===== src/rtl/core/iir4_pkg.sv =====
// ----------------------------------------------------------------------------
// iir4_pkg
// Shared types, constants and the microcode table of the fourth-order
// transposed direct form II filter.
// ----------------------------------------------------------------------------
package iir4_pkg;

    localparam int SAMPLE_W = 32;   // Q16.16 samples
    localparam int COEF_W   = 32;   // Q4.28 coefficients
    localparam int PROD_W   = 64;   // full product, 44 fraction bits
    localparam int TERM_W   = 52;   // product rounded to 32 fraction bits
    localparam int DELAY_W  = 48;   // Q16.32 delay elements
    localparam int ACC_W    = 54;   // term + delay - term, never overflows
    localparam int CFG_W    = 64;
    localparam int N_REGS   = 7;
    localparam int REG_IDX_W = 3;
    localparam int N_DELAY  = 4;
    localparam int ZSEL_W   = 2;
    localparam int PC_W     = 4;

    localparam logic [CFG_W-1:0] B0_B1_RESET = 64'h1000_0000_0000_0000;

    typedef enum logic [REG_IDX_W-1:0] {
        REG_B0_B1 = 3'd0,
        REG_B2_B3 = 3'd1,
        REG_B4_A1 = 3'd2,
        REG_A2_A3 = 3'd3,
        REG_A4    = 3'd4,
        REG_Z0_Z1 = 3'd5,
        REG_Z2_Z3 = 3'd6
    } t_reg_idx;

    // multiplier coefficient select
    typedef enum logic [3:0] {
        C_B0, C_B1, C_B2, C_B3, C_B4,
        C_A1, C_A2, C_A3, C_A4,
        C_Z0, C_Z1, C_Z2, C_Z3
    } t_coef_sel;

    // multiplier data operand
    typedef enum logic {
        SRC_X,
        SRC_Y
    } t_src;

    typedef enum logic [1:0] {
        ACC_HOLD,       // accumulator keeps its value
        ACC_TERM,       // acc = term
        ACC_TERM_Z,     // acc = term + z[zsel]
        ACC_SUB         // acc = acc - term
    } t_acc_op;

    typedef enum logic [1:0] {
        BR_NEXT,        // pc + 1
        BR_NWS,         // jump to target unless the word opens a window
        BR_END          // last step of the program
    } t_br;

    typedef struct packed {
        t_coef_sel          coef;
        t_src               src;
        t_acc_op            acc_op;
        logic [ZSEL_W-1:0]  zsel;
        logic               wr_z;   // z[zsel] <= sat48(next acc)
        logic               wr_y;   // y <= sat32(round(acc))
        t_br                br;
        logic [PC_W-1:0]    target;
    } t_ctl;

    localparam t_ctl CTL_IDLE = '{C_B0, SRC_X, ACC_HOLD, 2'd0, 1'b0, 1'b0, BR_NEXT, 4'd0};

    // microcode rom
    function automatic t_ctl ucode(input logic [PC_W-1:0] pc);
        t_ctl c;
        c = CTL_IDLE;
        case (pc)
            // dispatch: b0*x, skip the state load unless the window starts here
            4'd0:  c = '{C_B0, SRC_X, ACC_HOLD,   2'd0, 1'b0, 1'b0, BR_NWS,  4'd6};
            // state load z[i] = zi[i] * x
            4'd1:  c = '{C_Z0, SRC_X, ACC_HOLD,   2'd0, 1'b0, 1'b0, BR_NEXT, 4'd0};
            4'd2:  c = '{C_Z1, SRC_X, ACC_TERM,   2'd0, 1'b1, 1'b0, BR_NEXT, 4'd0};
            4'd3:  c = '{C_Z2, SRC_X, ACC_TERM,   2'd1, 1'b1, 1'b0, BR_NEXT, 4'd0};
            4'd4:  c = '{C_Z3, SRC_X, ACC_TERM,   2'd2, 1'b1, 1'b0, BR_NEXT, 4'd0};
            4'd5:  c = '{C_B0, SRC_X, ACC_TERM,   2'd3, 1'b1, 1'b0, BR_NEXT, 4'd0};
            // output and delay update
            4'd6:  c = '{C_B1, SRC_X, ACC_TERM_Z, 2'd0, 1'b0, 1'b0, BR_NEXT, 4'd0};
            4'd7:  c = '{C_A1, SRC_X, ACC_TERM_Z, 2'd1, 1'b0, 1'b1, BR_NEXT, 4'd0};
            4'd8:  c = '{C_A1, SRC_Y, ACC_HOLD,   2'd0, 1'b0, 1'b0, BR_NEXT, 4'd0};
            4'd9:  c = '{C_B2, SRC_X, ACC_SUB,    2'd0, 1'b1, 1'b0, BR_NEXT, 4'd0};
            4'd10: c = '{C_A2, SRC_Y, ACC_TERM_Z, 2'd2, 1'b0, 1'b0, BR_NEXT, 4'd0};
            4'd11: c = '{C_B3, SRC_X, ACC_SUB,    2'd1, 1'b1, 1'b0, BR_NEXT, 4'd0};
            4'd12: c = '{C_A3, SRC_Y, ACC_TERM_Z, 2'd3, 1'b0, 1'b0, BR_NEXT, 4'd0};
            4'd13: c = '{C_B4, SRC_X, ACC_SUB,    2'd2, 1'b1, 1'b0, BR_NEXT, 4'd0};
            4'd14: c = '{C_A4, SRC_Y, ACC_TERM,   2'd0, 1'b0, 1'b0, BR_NEXT, 4'd0};
            4'd15: c = '{C_A4, SRC_Y, ACC_SUB,    2'd3, 1'b1, 1'b0, BR_END,  4'd0};
            default: c = CTL_IDLE;
        endcase
        return c;
    endfunction

    // clamp the accumulator to the delay range
    function automatic logic signed [DELAY_W-1:0] sat48(input logic signed [ACC_W-1:0] v);
        logic signed [DELAY_W-1:0] r;
        if (v[ACC_W-1:DELAY_W-1] == '0 || v[ACC_W-1:DELAY_W-1] == '1) begin
            r = v[DELAY_W-1:0];
        end else if (v[ACC_W-1]) begin
            r = {1'b1, {(DELAY_W-1){1'b0}}};
        end else begin
            r = {1'b0, {(DELAY_W-1){1'b1}}};
        end
        return r;
    endfunction

endpackage


===== src/rtl/core/iir4_dpath.sv =====
// ----------------------------------------------------------------------------
// iir4_dpath
// Multiply-accumulate datapath driven by one control word per cycle: one
// registered 32x32 multiplier, rounding, accumulator, delay line, output.
// ----------------------------------------------------------------------------
module iir4_dpath
    import iir4_pkg::*;
(
    input  logic                         i_clk,
    input  logic                         i_rst_n,
    input  t_ctl                         i_ctl,
    input  logic signed [COEF_W-1:0]     i_coef,
    input  logic signed [SAMPLE_W-1:0]   i_x,
    output logic signed [SAMPLE_W-1:0]   o_y
);

    logic signed [PROD_W-1:0]   r_prod;
    logic signed [ACC_W-1:0]    r_acc;
    logic signed [ACC_W-1:0]    n_acc;
    logic signed [DELAY_W-1:0]  r_z [N_DELAY];
    logic signed [SAMPLE_W-1:0] r_y;
    logic signed [SAMPLE_W-1:0] n_y;

    logic signed [SAMPLE_W-1:0] w_opnd;
    logic signed [PROD_W-1:0]   w_rnd;
    logic signed [TERM_W-1:0]   w_term;
    logic signed [ACC_W-1:0]    w_term_x;
    logic signed [ACC_W-1:0]    w_z_x;
    logic signed [ACC_W-1:0]    w_ysum;
    logic signed [ACC_W-17:0]   w_ysh;

    assign w_opnd = (i_ctl.src == SRC_Y) ? r_y : i_x;

    // round half up to 32 fraction bits
    assign w_rnd    = r_prod + PROD_W'(2048);
    assign w_term   = w_rnd[PROD_W-1:12];
    assign w_term_x = ACC_W'(w_term);
    assign w_z_x    = ACC_W'(r_z[i_ctl.zsel]);

    always_comb begin
        case (i_ctl.acc_op)
            ACC_TERM:   n_acc = w_term_x;
            ACC_TERM_Z: n_acc = w_term_x + w_z_x;
            ACC_SUB:    n_acc = r_acc - w_term_x;
            default:    n_acc = r_acc;
        endcase
    end

    // output: round to 16 fraction bits, then saturate
    assign w_ysum = r_acc + ACC_W'(32768);
    assign w_ysh  = w_ysum[ACC_W-1:16];

    always_comb begin
        if (w_ysh[ACC_W-17:SAMPLE_W-1] == '0 || w_ysh[ACC_W-17:SAMPLE_W-1] == '1) begin
            n_y = w_ysh[SAMPLE_W-1:0];
        end else if (w_ysh[ACC_W-17]) begin
            n_y = {1'b1, {(SAMPLE_W-1){1'b0}}};
        end else begin
            n_y = {1'b0, {(SAMPLE_W-1){1'b1}}};
        end
    end

    always_ff @(posedge i_clk) begin
        r_prod <= i_coef * w_opnd;
        r_acc  <= n_acc;
        if (i_ctl.wr_y) begin
            r_y <= n_y;
        end
    end

    always_ff @(posedge i_clk) begin
        if (!i_rst_n) begin
            for (int i = 0; i < N_DELAY; i++) begin
                r_z[i] <= '0;
            end
        end else if (i_ctl.wr_z) begin
            r_z[i_ctl.zsel] <= sat48(n_acc);
        end
    end

    assign o_y = r_y;

    property p_wr_needs_acc;
        @(posedge i_clk) disable iff (!i_rst_n)
            i_ctl.wr_z |-> (i_ctl.acc_op != ACC_HOLD);
    endproperty
    a_wr_needs_acc: assert property (p_wr_needs_acc)
        else $error("delay write without accumulator update");

    property p_y_not_with_z;
        @(posedge i_clk) disable iff (!i_rst_n)
            i_ctl.wr_y |-> !i_ctl.wr_z;
    endproperty
    a_y_not_with_z: assert property (p_y_not_with_z)
        else $error("output and delay written in one step");

    property p_y_holds;
        @(posedge i_clk) disable iff (!i_rst_n)
            !$past(i_ctl.wr_y) |-> $stable(r_y);
    endproperty
    a_y_holds: assert property (p_y_holds)
        else $error("output register changed without a write");

endmodule


===== src/rtl/core/iir_order4_filter.sv =====
// ----------------------------------------------------------------------------
// iir_order4_filter
// Fourth-order IIR filter, transposed direct form II, run by a microcoded
// sequencer over one shared multiply-accumulate datapath.
// ----------------------------------------------------------------------------
//
//  channel   direction  handshake               payload
//  -------   ---------  ----------------------  --------------------------------
//  input     in         i_valid / o_stall       i_sample, i_window_start
//  output    out        o_valid / i_stall       o_filtered
//  config    in         i_cfg_valid/o_cfg_ready i_cfg_index, i_cfg_data
//
//  a word runs the dispatch step, the state load when it starts a window,
//  and the output and delay update, then the output register; the single
//  multiplier forms one product per step, nine or thirteen products per word
//  the next input word is taken the cycle after the program ends, even while
//  the result still waits in the output register
//  a stalled output holds the program on its last step until the slot frees
//  synchronous active-low reset clears the delays, coefficients to their
//  defaults (b0 = 1.0) and all control state
//
module iir_order4_filter
    import iir4_pkg::*;
(
    input  logic                          i_clk,
    input  logic                          i_rst_n,
    // input channel
    input  logic                          i_valid,
    output logic                          o_stall,
    input  logic signed [SAMPLE_W-1:0]    i_sample,
    input  logic                          i_window_start,
    // output channel
    output logic                          o_valid,
    input  logic                          i_stall,
    output logic signed [SAMPLE_W-1:0]    o_filtered,
    // configuration channel
    input  logic                          i_cfg_valid,
    output logic                          o_cfg_ready,
    input  logic [REG_IDX_W-1:0]          i_cfg_index,
    input  logic [CFG_W-1:0]              i_cfg_data
);

    // coefficient and initial-state registers
    logic [CFG_W-1:0]            r_cfg [N_REGS];

    // sequencer
    logic                        r_busy;
    logic [PC_W-1:0]             r_pc;
    logic [PC_W-1:0]             n_pc;
    logic signed [SAMPLE_W-1:0]  r_x;
    logic                        r_ws;
    t_ctl                        w_rom;
    t_ctl                        w_ctl;
    logic                        w_accept;
    logic                        w_end;
    logic                        w_hold;
    logic                        w_done;

    // output register
    logic                        r_out_valid;
    logic signed [SAMPLE_W-1:0]  r_filtered;
    logic signed [SAMPLE_W-1:0]  w_y;
    logic signed [COEF_W-1:0]    w_coef;

    assign o_cfg_ready = 1'b1;
    assign o_stall     = r_busy;
    assign w_accept    = i_valid && !r_busy;

    // config writes; unknown indexes are dropped, a4 keeps its low half only
    always_ff @(posedge i_clk) begin
        if (!i_rst_n) begin
            for (int i = 0; i < N_REGS; i++) begin
                r_cfg[i] <= (i == REG_B0_B1) ? B0_B1_RESET : '0;
            end
        end else if (i_cfg_valid && o_cfg_ready) begin
            unique case (i_cfg_index)
                REG_B0_B1, REG_B2_B3, REG_B4_A1, REG_A2_A3, REG_Z0_Z1, REG_Z2_Z3: begin
                    r_cfg[i_cfg_index] <= i_cfg_data;
                end
                REG_A4: begin
                    r_cfg[REG_A4] <= {32'd0, i_cfg_data[31:0]};
                end
                default: begin
                end
            endcase
        end
    end

    // microcode fetch; idle and held steps issue no writes
    assign w_rom  = ucode(r_pc);
    assign w_end  = r_busy && (w_rom.br == BR_END);
    assign w_hold = w_end && r_out_valid && i_stall;
    assign w_done = w_end && !w_hold;

    // a held last step keeps recomputing its own product so the pending
    // term survives the stall, but touches no accumulator or register
    always_comb begin
        w_ctl = CTL_IDLE;
        if (r_busy) begin
            w_ctl = w_rom;
            if (w_hold) begin
                w_ctl.acc_op = ACC_HOLD;
                w_ctl.wr_z   = 1'b0;
                w_ctl.wr_y   = 1'b0;
            end
        end
    end

    // next step: sequential, or a jump past the state load
    always_comb begin
        case (w_rom.br)
            BR_NWS:  n_pc = r_ws ? r_pc + 1'b1 : w_rom.target;
            default: n_pc = r_pc + 1'b1;
        endcase
    end

    always_ff @(posedge i_clk) begin
        if (!i_rst_n) begin
            r_busy <= 1'b0;
            r_pc   <= '0;
        end else if (w_accept) begin
            r_busy <= 1'b1;
            r_pc   <= '0;
        end else if (w_done) begin
            r_busy <= 1'b0;
            r_pc   <= '0;
        end else if (r_busy && !w_hold) begin
            r_pc   <= n_pc;
        end
    end

    // input word is held for the whole program
    always_ff @(posedge i_clk) begin
        if (w_accept) begin
            r_x  <= i_sample;
            r_ws <= i_window_start;
        end
    end

    // coefficient mux for the shared multiplier
    always_comb begin
        unique case (w_ctl.coef)
            C_B0:    w_coef = r_cfg[REG_B0_B1][63:32];
            C_B1:    w_coef = r_cfg[REG_B0_B1][31:0];
            C_B2:    w_coef = r_cfg[REG_B2_B3][63:32];
            C_B3:    w_coef = r_cfg[REG_B2_B3][31:0];
            C_B4:    w_coef = r_cfg[REG_B4_A1][63:32];
            C_A1:    w_coef = r_cfg[REG_B4_A1][31:0];
            C_A2:    w_coef = r_cfg[REG_A2_A3][63:32];
            C_A3:    w_coef = r_cfg[REG_A2_A3][31:0];
            C_A4:    w_coef = r_cfg[REG_A4][31:0];
            C_Z0:    w_coef = r_cfg[REG_Z0_Z1][63:32];
            C_Z1:    w_coef = r_cfg[REG_Z0_Z1][31:0];
            C_Z2:    w_coef = r_cfg[REG_Z2_Z3][63:32];
            C_Z3:    w_coef = r_cfg[REG_Z2_Z3][31:0];
            default: w_coef = '0;
        endcase
    end

    iir4_dpath u_dpath (
        .i_clk   (i_clk),
        .i_rst_n (i_rst_n),
        .i_ctl   (w_ctl),
        .i_coef  (w_coef),
        .i_x     (r_x),
        .o_y     (w_y)
    );

    // output register decouples the sink from the sequencer
    always_ff @(posedge i_clk) begin
        if (!i_rst_n) begin
            r_out_valid <= 1'b0;
        end else if (w_done) begin
            r_out_valid <= 1'b1;
        end else if (r_out_valid && !i_stall) begin
            r_out_valid <= 1'b0;
        end
    end

    always_ff @(posedge i_clk) begin
        if (w_done) begin
            r_filtered <= w_y;
        end
    end

    assign o_valid    = r_out_valid;
    assign o_filtered = r_filtered;

    property p_accept_starts;
        @(posedge i_clk) disable iff (!i_rst_n)
            w_accept |=> (r_busy && r_pc == '0);
    endproperty
    a_accept_starts: assert property (p_accept_starts)
        else $error("accepted word did not start the program");

    property p_result_from_end;
        @(posedge i_clk) disable iff (!i_rst_n)
            $rose(o_valid) |-> $past(r_busy) && $past(w_rom.br == BR_END);
    endproperty
    a_result_from_end: assert property (p_result_from_end)
        else $error("result raised outside the last step");

    property p_hold_keeps_pc;
        @(posedge i_clk) disable iff (!i_rst_n)
            w_hold |=> (r_busy && $stable(r_pc));
    endproperty
    a_hold_keeps_pc: assert property (p_hold_keeps_pc)
        else $error("program moved while output stalled");

    property p_no_overwrite;
        @(posedge i_clk) disable iff (!i_rst_n)
            (o_valid && i_stall) |=> (o_valid && $stable(o_filtered));
    endproperty
    a_no_overwrite: assert property (p_no_overwrite)
        else $error("pending result lost");

endmodule

===== config.mk =====
export PLATFORM = sky130hd
export DESIGN_NAME = iir_order4_filter
export DESIGN_NICKNAME = d
export VERILOG_FILES = /design/src/rtl/core/iir4_pkg.sv /design/src/rtl/core/iir4_dpath.sv /design/src/rtl/core/iir_order4_filter.sv
export SDC_FILE = /design/constraint.sdc
export NUM_CORES = 2
export LEC_CHECK = 0
export BUFFER_PORTS_ARGS = -buffer_cell sky130_fd_sc_hd__buf_4
export CAP_MARGIN = 20
export CORE_ASPECT_RATIO = 1.25
export CORE_MARGIN = 3
export CORE_UTILIZATION = 35
export DETAILED_ROUTE_END_ITERATION = 10
export GPL_TIMING_DRIVEN = 1
export SYNTH_ARGS = -nofsm -noshare
export SYNTH_HDL_FRONTEND = slang
export SYNTH_SLANG_ARGS = --single-unit

===== constraint.sdc =====
create_clock -name i_clk -period 12.71 [get_ports i_clk]
set_clock_uncertainty 0.2 [all_clocks]
set_input_delay 3.813 -clock i_clk [delete_from_list [all_inputs] [get_ports i_clk]]
set_output_delay 3.813 -clock i_clk [all_outputs]
set_load 0.01 [all_outputs]

### After elaboration in Yosys (flattened, before gate mapping)

Memory sizes are Yosys's and may differ from the RTL's. A register that Yosys moved wholly into a read port is not among the register bits.
Index checks and enable logic that the tools add are counted.

| word-level totals | value |
|---|---|
| register bits after elaboration | 221 |
| memory bits (writable) | 640 |
| memory bits (read-only) | 240 |
| bits of input ports | 105 |
| output and inout port bits | 35 |
| logic and storage cells | 106 |
| memories kept | 3 |

| operators by class | value |
|---|---|
| $add $sub $neg | 5 |
| multiply operators | 1 |
| equality and inequality tests | 25 |
| multiplexer cells | 39 |
| bitwise operators | 2 |
| reduce and logical (&&, ||, !) cells | 22 |

Memory list:

| memory | words | width | rd ports | clocked after Yosys merged registers in | wr ports | line | source |
|---|---|---|---|---|---|---|---|
| r_cfg | 7 | 64 | 7 | 0 | 7 | iir_order4_filter.sv:44 | `logic [CFG_W-1:0] r_cfg [N_REGS];` |
| (no name shown) | 16 | 15 | 1 | 1 | 0 | iir4_pkg.sv:76 | `case (pc)` |
| u_dpath.r_z | 4 | 48 | 1 | 0 | 4 | iir4_dpath.sv:20 | `logic signed [DELAY_W-1:0] r_z [N_DELAY];` |

Operators by type and width:

| kind | count |
|---|---|
| $pmux 32 s13 | 1 |
| $mux 48 | 5 |
| $pmux 54 s3 | 1 |
| $mux 64 | 2 |
| $mux 32 | 3 |
| $add 64x13->64 const B | 1 |
| $mul 32x32->64 | 1 |
| $reduce_or 64->1 | 1 |
| $add 54x17->54 const B | 1 |
| $sub 54x52->54 | 1 |
| $add 52x48->53 | 1 |
| $reduce_or 48->1 | 1 |
| $eq 4x4->1 const B | 5 |
| $mux 1 | 18 |
| $mux 17 | 1 |
| $eq 4x3->1 const B | 4 |
| $mux 4 | 4 |
| $eq 7x7->1 const B | 2 |
| $logic_not 7->1 | 2 |
| $eq 3x3->1 const B | 3 |
| $eq 4x2->1 const B | 2 |
| $logic_and 1x1->1 | 7 |
| $eq 2x2->1 const B | 3 |
| $eq 3x2->1 const B | 2 |
| 15 further kinds | 22 |

### Longest topological paths before layout

An unclocked memory read counts as a cell.

| depth | value |
|---|---|
| word-level depth | 15 |
| gate-level depth with buffers | 40 |
| depth with buffers taken out | 35 |

### By module

From an unflattened synthesis, not the netlist that was laid out.

| second synthesis, totals | value |
|---|---|
| cells, all modules | 7377 |
| area, all modules | 77384.2 um^2 |

By module, submodules not included:

| module | instances | cells each | area an instance (um^2) | sequential area each (um^2) |
|---|---|---|---|---|
| iir4_dpath | 1 | 5985 | 56755.7 | 8868.5 |
| iir_order4_filter | 1 | 1392 | 20628.5 | 14824.2 |

### Worst setup path after synthesis

OpenSTA, ideal clock, no wires.

| timing | value |
|---|---|
| path kind | register to register |
| start | register, netlist name w_rom[13] |
| end | register u_dpath.r_prod[61] |
| setup time | 72 ps |
| data arrival time | 9923 ps |
| data required time | 12438 ps |
| path slack | 2516 ps |
| stages on the path, launching flop included | 36 |
| path buffers | 5 |
| period minus slack after synthesis | 10194 ps |
| cells stage by stage | dfxtp_1 clkbuf_1 buf_2 buf_1 buf_1 mux2i_1 o21ai_0 a221o_1 nor3_1 clkbuf_1 nor2_1 fa_1 inv_1 fa_1 inv_1 fa_1 inv_1 fa_1 inv_1 fa_1 fa_1 fa_1 inv_1 fa_1 inv_1 ha_1 nand2_1 o21ai_0 a21oi_1 o41ai_1 o21ai_1 o31ai_1 a221oi_1 o31a_1 o21bai_1 xor2_1 |

| between the ends | value |
|---|---|
| word-level cells in the longest chain between the ends | 4 |
| elaborated cells between the ends (all ways) | 16 |
| those cells by class | 1 x mul; 12 x eq/ne; 2 x mux; 1 x reduce/logical |

Ends and longest elaborated chain:

| element | line | source |
|---|---|---|
| $mux 17 (*) | iir_order4_filter.sv:99 | `if (r_busy) begin` |
| $eq 4x4->1 (tied with other cells) | iir_order4_filter.sv:142 | `unique case (w_ctl.coef)` |
| $pmux 32 s13 (*) | iir_order4_filter.sv:142 |  |
| $mul 32x32->64 (*) | iir4_dpath.sv:64 | `r_prod <= i_coef * w_opnd;` |
| end signal: assignment | iir4_dpath.sv:64 |  |
| end: declaration | iir4_dpath.sv:17 | `logic signed [PROD_W-1:0] r_prod;` |

Mark *: on every way between the ends. The rest lies on a longest branch, timed or not.
A chain may end at the register's enable or synchronous reset.

### Final worst setup path

| timing | value |
|---|---|
| start | register, netlist name w_rom[16] |
| end | register u_dpath.r_prod[48] |

| between the ends | value |
|---|---|
| word-level cells in the longest chain between the ends | 4 |
| elaborated cells between the ends (all ways) | 16 |
| those cells by class | 1 x mul; 12 x eq/ne; 2 x mux; 1 x reduce/logical |

Ends and longest elaborated chain:

| element | line |
|---|---|
| $mux 17 (*) | iir_order4_filter.sv:99 |
| $eq 4x4->1 (tied with other cells) | iir_order4_filter.sv:142 |
| $pmux 32 s13 (*) | iir_order4_filter.sv:142 |
| $mul 32x32->64 (*) | iir4_dpath.sv:64 |

Marked as above.

==> out/qor.yml <==
run_status:
  outcome: "completed"
synth:
  yosys_register_bits: 831
  synth.largest_area_cell: "sky130_fd_sc_hd__fa_1"
  top_reg_cell_synth: "sky130_fd_sc_hd__edfxtp_1"
  post_synth_arst_share_pct: 0
  synthesis.area_per_instance_um2: 9.886
  synth.yosys.warnings: 0
  synth.area.top_cells: "sky130_fd_sc_hd__fa_1 (28%), sky130_fd_sc_hd__edfxtp_1 (27%), sky130_fd_sc_hd__inv_1 (5.6%), sky130_fd_sc_hd__ha_1 (4.7%), sky130_fd_sc_hd__nand2_1 (4.2%)"
  syn-cell-area_mm2: 0.07863
  netlist-cell-type-count: 93
  mappedNetlistNets: 9438
  synth_common_cells: "sky130_fd_sc_hd__inv_1 (1178), sky130_fd_sc_hd__fa_1 (1083), sky130_fd_sc_hd__nand2_1 (871)"
  part_of_the_yosys_area_used_for_sequential_elements_pct: 30.13
  synth-edff-count: 705
  syn-instance-count: 7953
  yosysMostFrequentCell: "sky130_fd_sc_hd__inv_1"
  synth_top_area_share_pct: 27.57
detailed_routing:
  routed-via-count: 60110
  route.detailed.drc: 0
  routed_wl_mm: 277.0
  post_drt_wl_per_cell_um: 25.42
  drt-vias-per-instance: 5.517
  drt_first_pass_iters: 8
  ant_nets: 0
  drt_iter0_drc: 6004
critical_path:
  cpMaxStageDelayCell: "sky130_fd_sc_hd__nand4_1"
  path_common_cell: "sky130_fd_sc_hd__fa_1"
  crit_type: "flip-flop to flip-flop"
  setup.worst_path.end_class: "flip-flop"
  arrival_ps: 11760
  worst-r2r-setup-slack_ps: 1290
  worst_path_largest_cell_delay_ps: 930
  crit_path_start: "w_rom[16]"
  worst_r2r_startpoint: "w_rom[16]"
  ff2ff_path_depth: 31
  timing.critical_path.required_ps: 13050
  r2r_end: "u_dpath.r_prod[48]"
  critPathMaxFanout: 13
  start_kind: "flip-flop"
timing:
  max_slew.worst_pin.slew_ps: 1370
  finalMaxSlewViolations: 0
  finalSetupViolations: 0
  totalNegativeSetupSlack_ps: 0
  fin_crit_ps: 11420
  worst_slew_margin_rel_pct: 7.480
  final.period_utilization_pct: 89.85
  grt_setup_unrepaired: "false"
  finalHoldViolations: 0
  fmaxAchievable_mhz: 87.56
global_routing:
  maximum_number_of_pins_on_one_net_before_global_route_repair: 189
  grt_usage_pct: 23.71
  grt_overflow: 0
  grt_util_met3_pct: 3.166
  grt_antenna_before_repair: 9
  global_route_wire_length_before_repair_mm: 407.8
  most_heavily_used_metal_layer_in_global_routing: "met2"
  global_route.usage.met2_pct: 39.86
  met1_usage_pct: 30.04
  first_global_vias: 62560
clocking:
  post_cts_setup_inserts: 0
  root_buffer: "sky130_fd_sc_hd__clkbuf_16"
  worst_setup_hold_path_clk_slew_ps: 60
  cts_buffers: 85
  cts.hold.buffers_added: 0
  clk_latency_ps: 710
  cts.repair.resized: 0
  clock_tree_from_tritoncts: "built"
  ctsLongestPathBuffers: 3
  clock_sinks: 831
  cts_max_level: 3
final_layout:
  final-seq-area_mm2: 0.02370
  num-fill-cells: 21880
  drive_above_1_share_pct: 7.103
  final_net_count: 9382
  multiInputGateArea_mm2: 0.04908
  area_growth_pct: 9.508
floorplan:
  die_area_mm2: 0.2304
  core.rowCount: 193
  start_util_pct: 35.35
  core-area_mm2: 0.2224
  die_height_um: 535.9
  i_o_pin_cnt: 140
  die_w_um: 429.9
flow_run:
  drv_cap: 0
min_path:
  hold_path_end: "o_filtered[16]"
  worstHoldPathType: "flip-flop to flip-flop"
  worst_hold_startpoint: "u_dpath.o_y[16]"
  worst_hold_path.num_cells: 0
place:
  gp_congestion: 0.9606
  io_buffer_count: 138
  detailed_place_hpwl_mm: 207.6
layout make-up:
cell class | instances | area share (%)
Antenna cell | 3 | 0.008719
Timing Repair Buffer | 305 | 2.880
Tap cell | 2925 | 4.251
Sequential cell | 831 | 27.52
Inverter | 1183 | 5.157
Clock inverter | 44 | 0.4897
Multi-Input combinational cell | 5491 | 57.00
Clock buffer | 114 | 2.691
critical path: cells and delay by family (launching register included):
| family | cells | cell delay (ps) |
|---|---|---|
| DFF | 1 | 580 |
| adders and majority gates | 9 | 4100 |
| and+or+nand+nor | 7 | 2940 |
| AOI/OAI and AO/OA | 10 | 2800 |
| xor gates and xnor gates | 1 | 180 |
| buffers and inverters | 4 | 440 |
cell usage in the layout (no fill, tap or decap), types with 30 or more instances in the layout:
| cell type | count |
|---|---|
| sky130_fd_sc_hd__a22oi_1 | 104 |
| sky130_fd_sc_hd__clkbuf_16 | 86 |
| sky130_fd_sc_hd__and3_1 | 68 |
| sky130_fd_sc_hd__a31oi_1 | 73 |
| sky130_fd_sc_hd__a221oi_1 | 33 |
| sky130_fd_sc_hd__o211ai_1 | 30 |
| sky130_fd_sc_hd__inv_1 | 1178 |
| sky130_fd_sc_hd__ha_1 | 297 |
| sky130_fd_sc_hd__and2_1 | 456 |
| sky130_fd_sc_hd__nand2_1 | 865 |
| sky130_fd_sc_hd__dfxtp_1 | 123 |
| sky130_fd_sc_hd__nor2b_1 | 78 |
| sky130_fd_sc_hd__xnor2_1 | 132 |
| sky130_fd_sc_hd__and4_1 | 37 |
| sky130_fd_sc_hd__nor2_1 | 608 |
| sky130_fd_sc_hd__edfxtp_1 | 705 |
| sky130_fd_sc_hd__buf_4 | 289 |
| sky130_fd_sc_hd__a211oi_1 | 67 |
| sky130_fd_sc_hd__nor3_1 | 45 |
| sky130_fd_sc_hd__o21ai_0 | 197 |
| sky130_fd_sc_hd__mux2i_1 | 33 |
| sky130_fd_sc_hd__nand4_1 | 72 |
| sky130_fd_sc_hd__xor2_1 | 100 |
| sky130_fd_sc_hd__nand3_1 | 100 |
| sky130_fd_sc_hd__fa_1 | 1083 |
| sky130_fd_sc_hd__a21oi_1 | 431 |
| sky130_fd_sc_hd__nand2b_1 | 39 |
| sky130_fd_sc_hd__a21o_1 | 91 |
per-stage QoR:
stage	setup slack, ps	util (%)	hold WS, ps	instances	cell area, um2
floorplan	2516	-	222.2	7953	78630
global placement	1259	37.39	230.3	10730	83160
detailed placement	1517	37.45	232.2	10730	83300
CTS	1475	38.68	244.8	10890	86040
global route	878.6	38.71	254.1	10890	86100
finish	1290	38.71	246.0	10900	86100
how the worst max path moves through the flow:
stage,to,cells past startpoint
CTS,u_dpath.r_prod[48],31
finish,u_dpath.r_prod[48],31
global route,u_dpath.r_prod[61],32
detailed placement,u_dpath.r_prod[61],32
floorplan,u_dpath.r_prod[61],35
global placement,u_dpath.r_prod[48],30
kinds of logic after synthesis:
kind of cell | after synthesis | synth area share (%)
AND/OR/NAND/NOR | 2504 | 15.23
buffers and inverters | 1631 | 8.019
adder cells (fa/ha/maj) | 1380 | 32.30
AO/OA/AOI/OAI | 1295 | 10.66
flip-flops | 831 | 30.13
XOR/XNOR | 233 | 2.605
multiplexers | 78 | 1.049
other | 1 | 0.004769
per-layer routing:
layer / vias to the layer above / part of all wire (%)
met4: 2 / 5.7
met5: - / 0.0025
met2: 2677 / 48
li1: 25990 / -
met3: 595 / 7.1
met1: 30840 / 39
flip-flops by register name, indices dropped and copies added, names as in the netlist:
signal,cells
u_dpath.o_y,32
u_dpath.r_z,192
u_dpath.r_prod,53
o_stall,1
r_cfg,416
u_dpath.r_acc,54
r_x,32
o_filtered,32
o_valid,1
r_ws,1
w_rom,13
r_pc,4
Power is left out: the tool's default activity adds up to more than one toggle a clock period on the data nets, which glitch-free logic cannot reach.
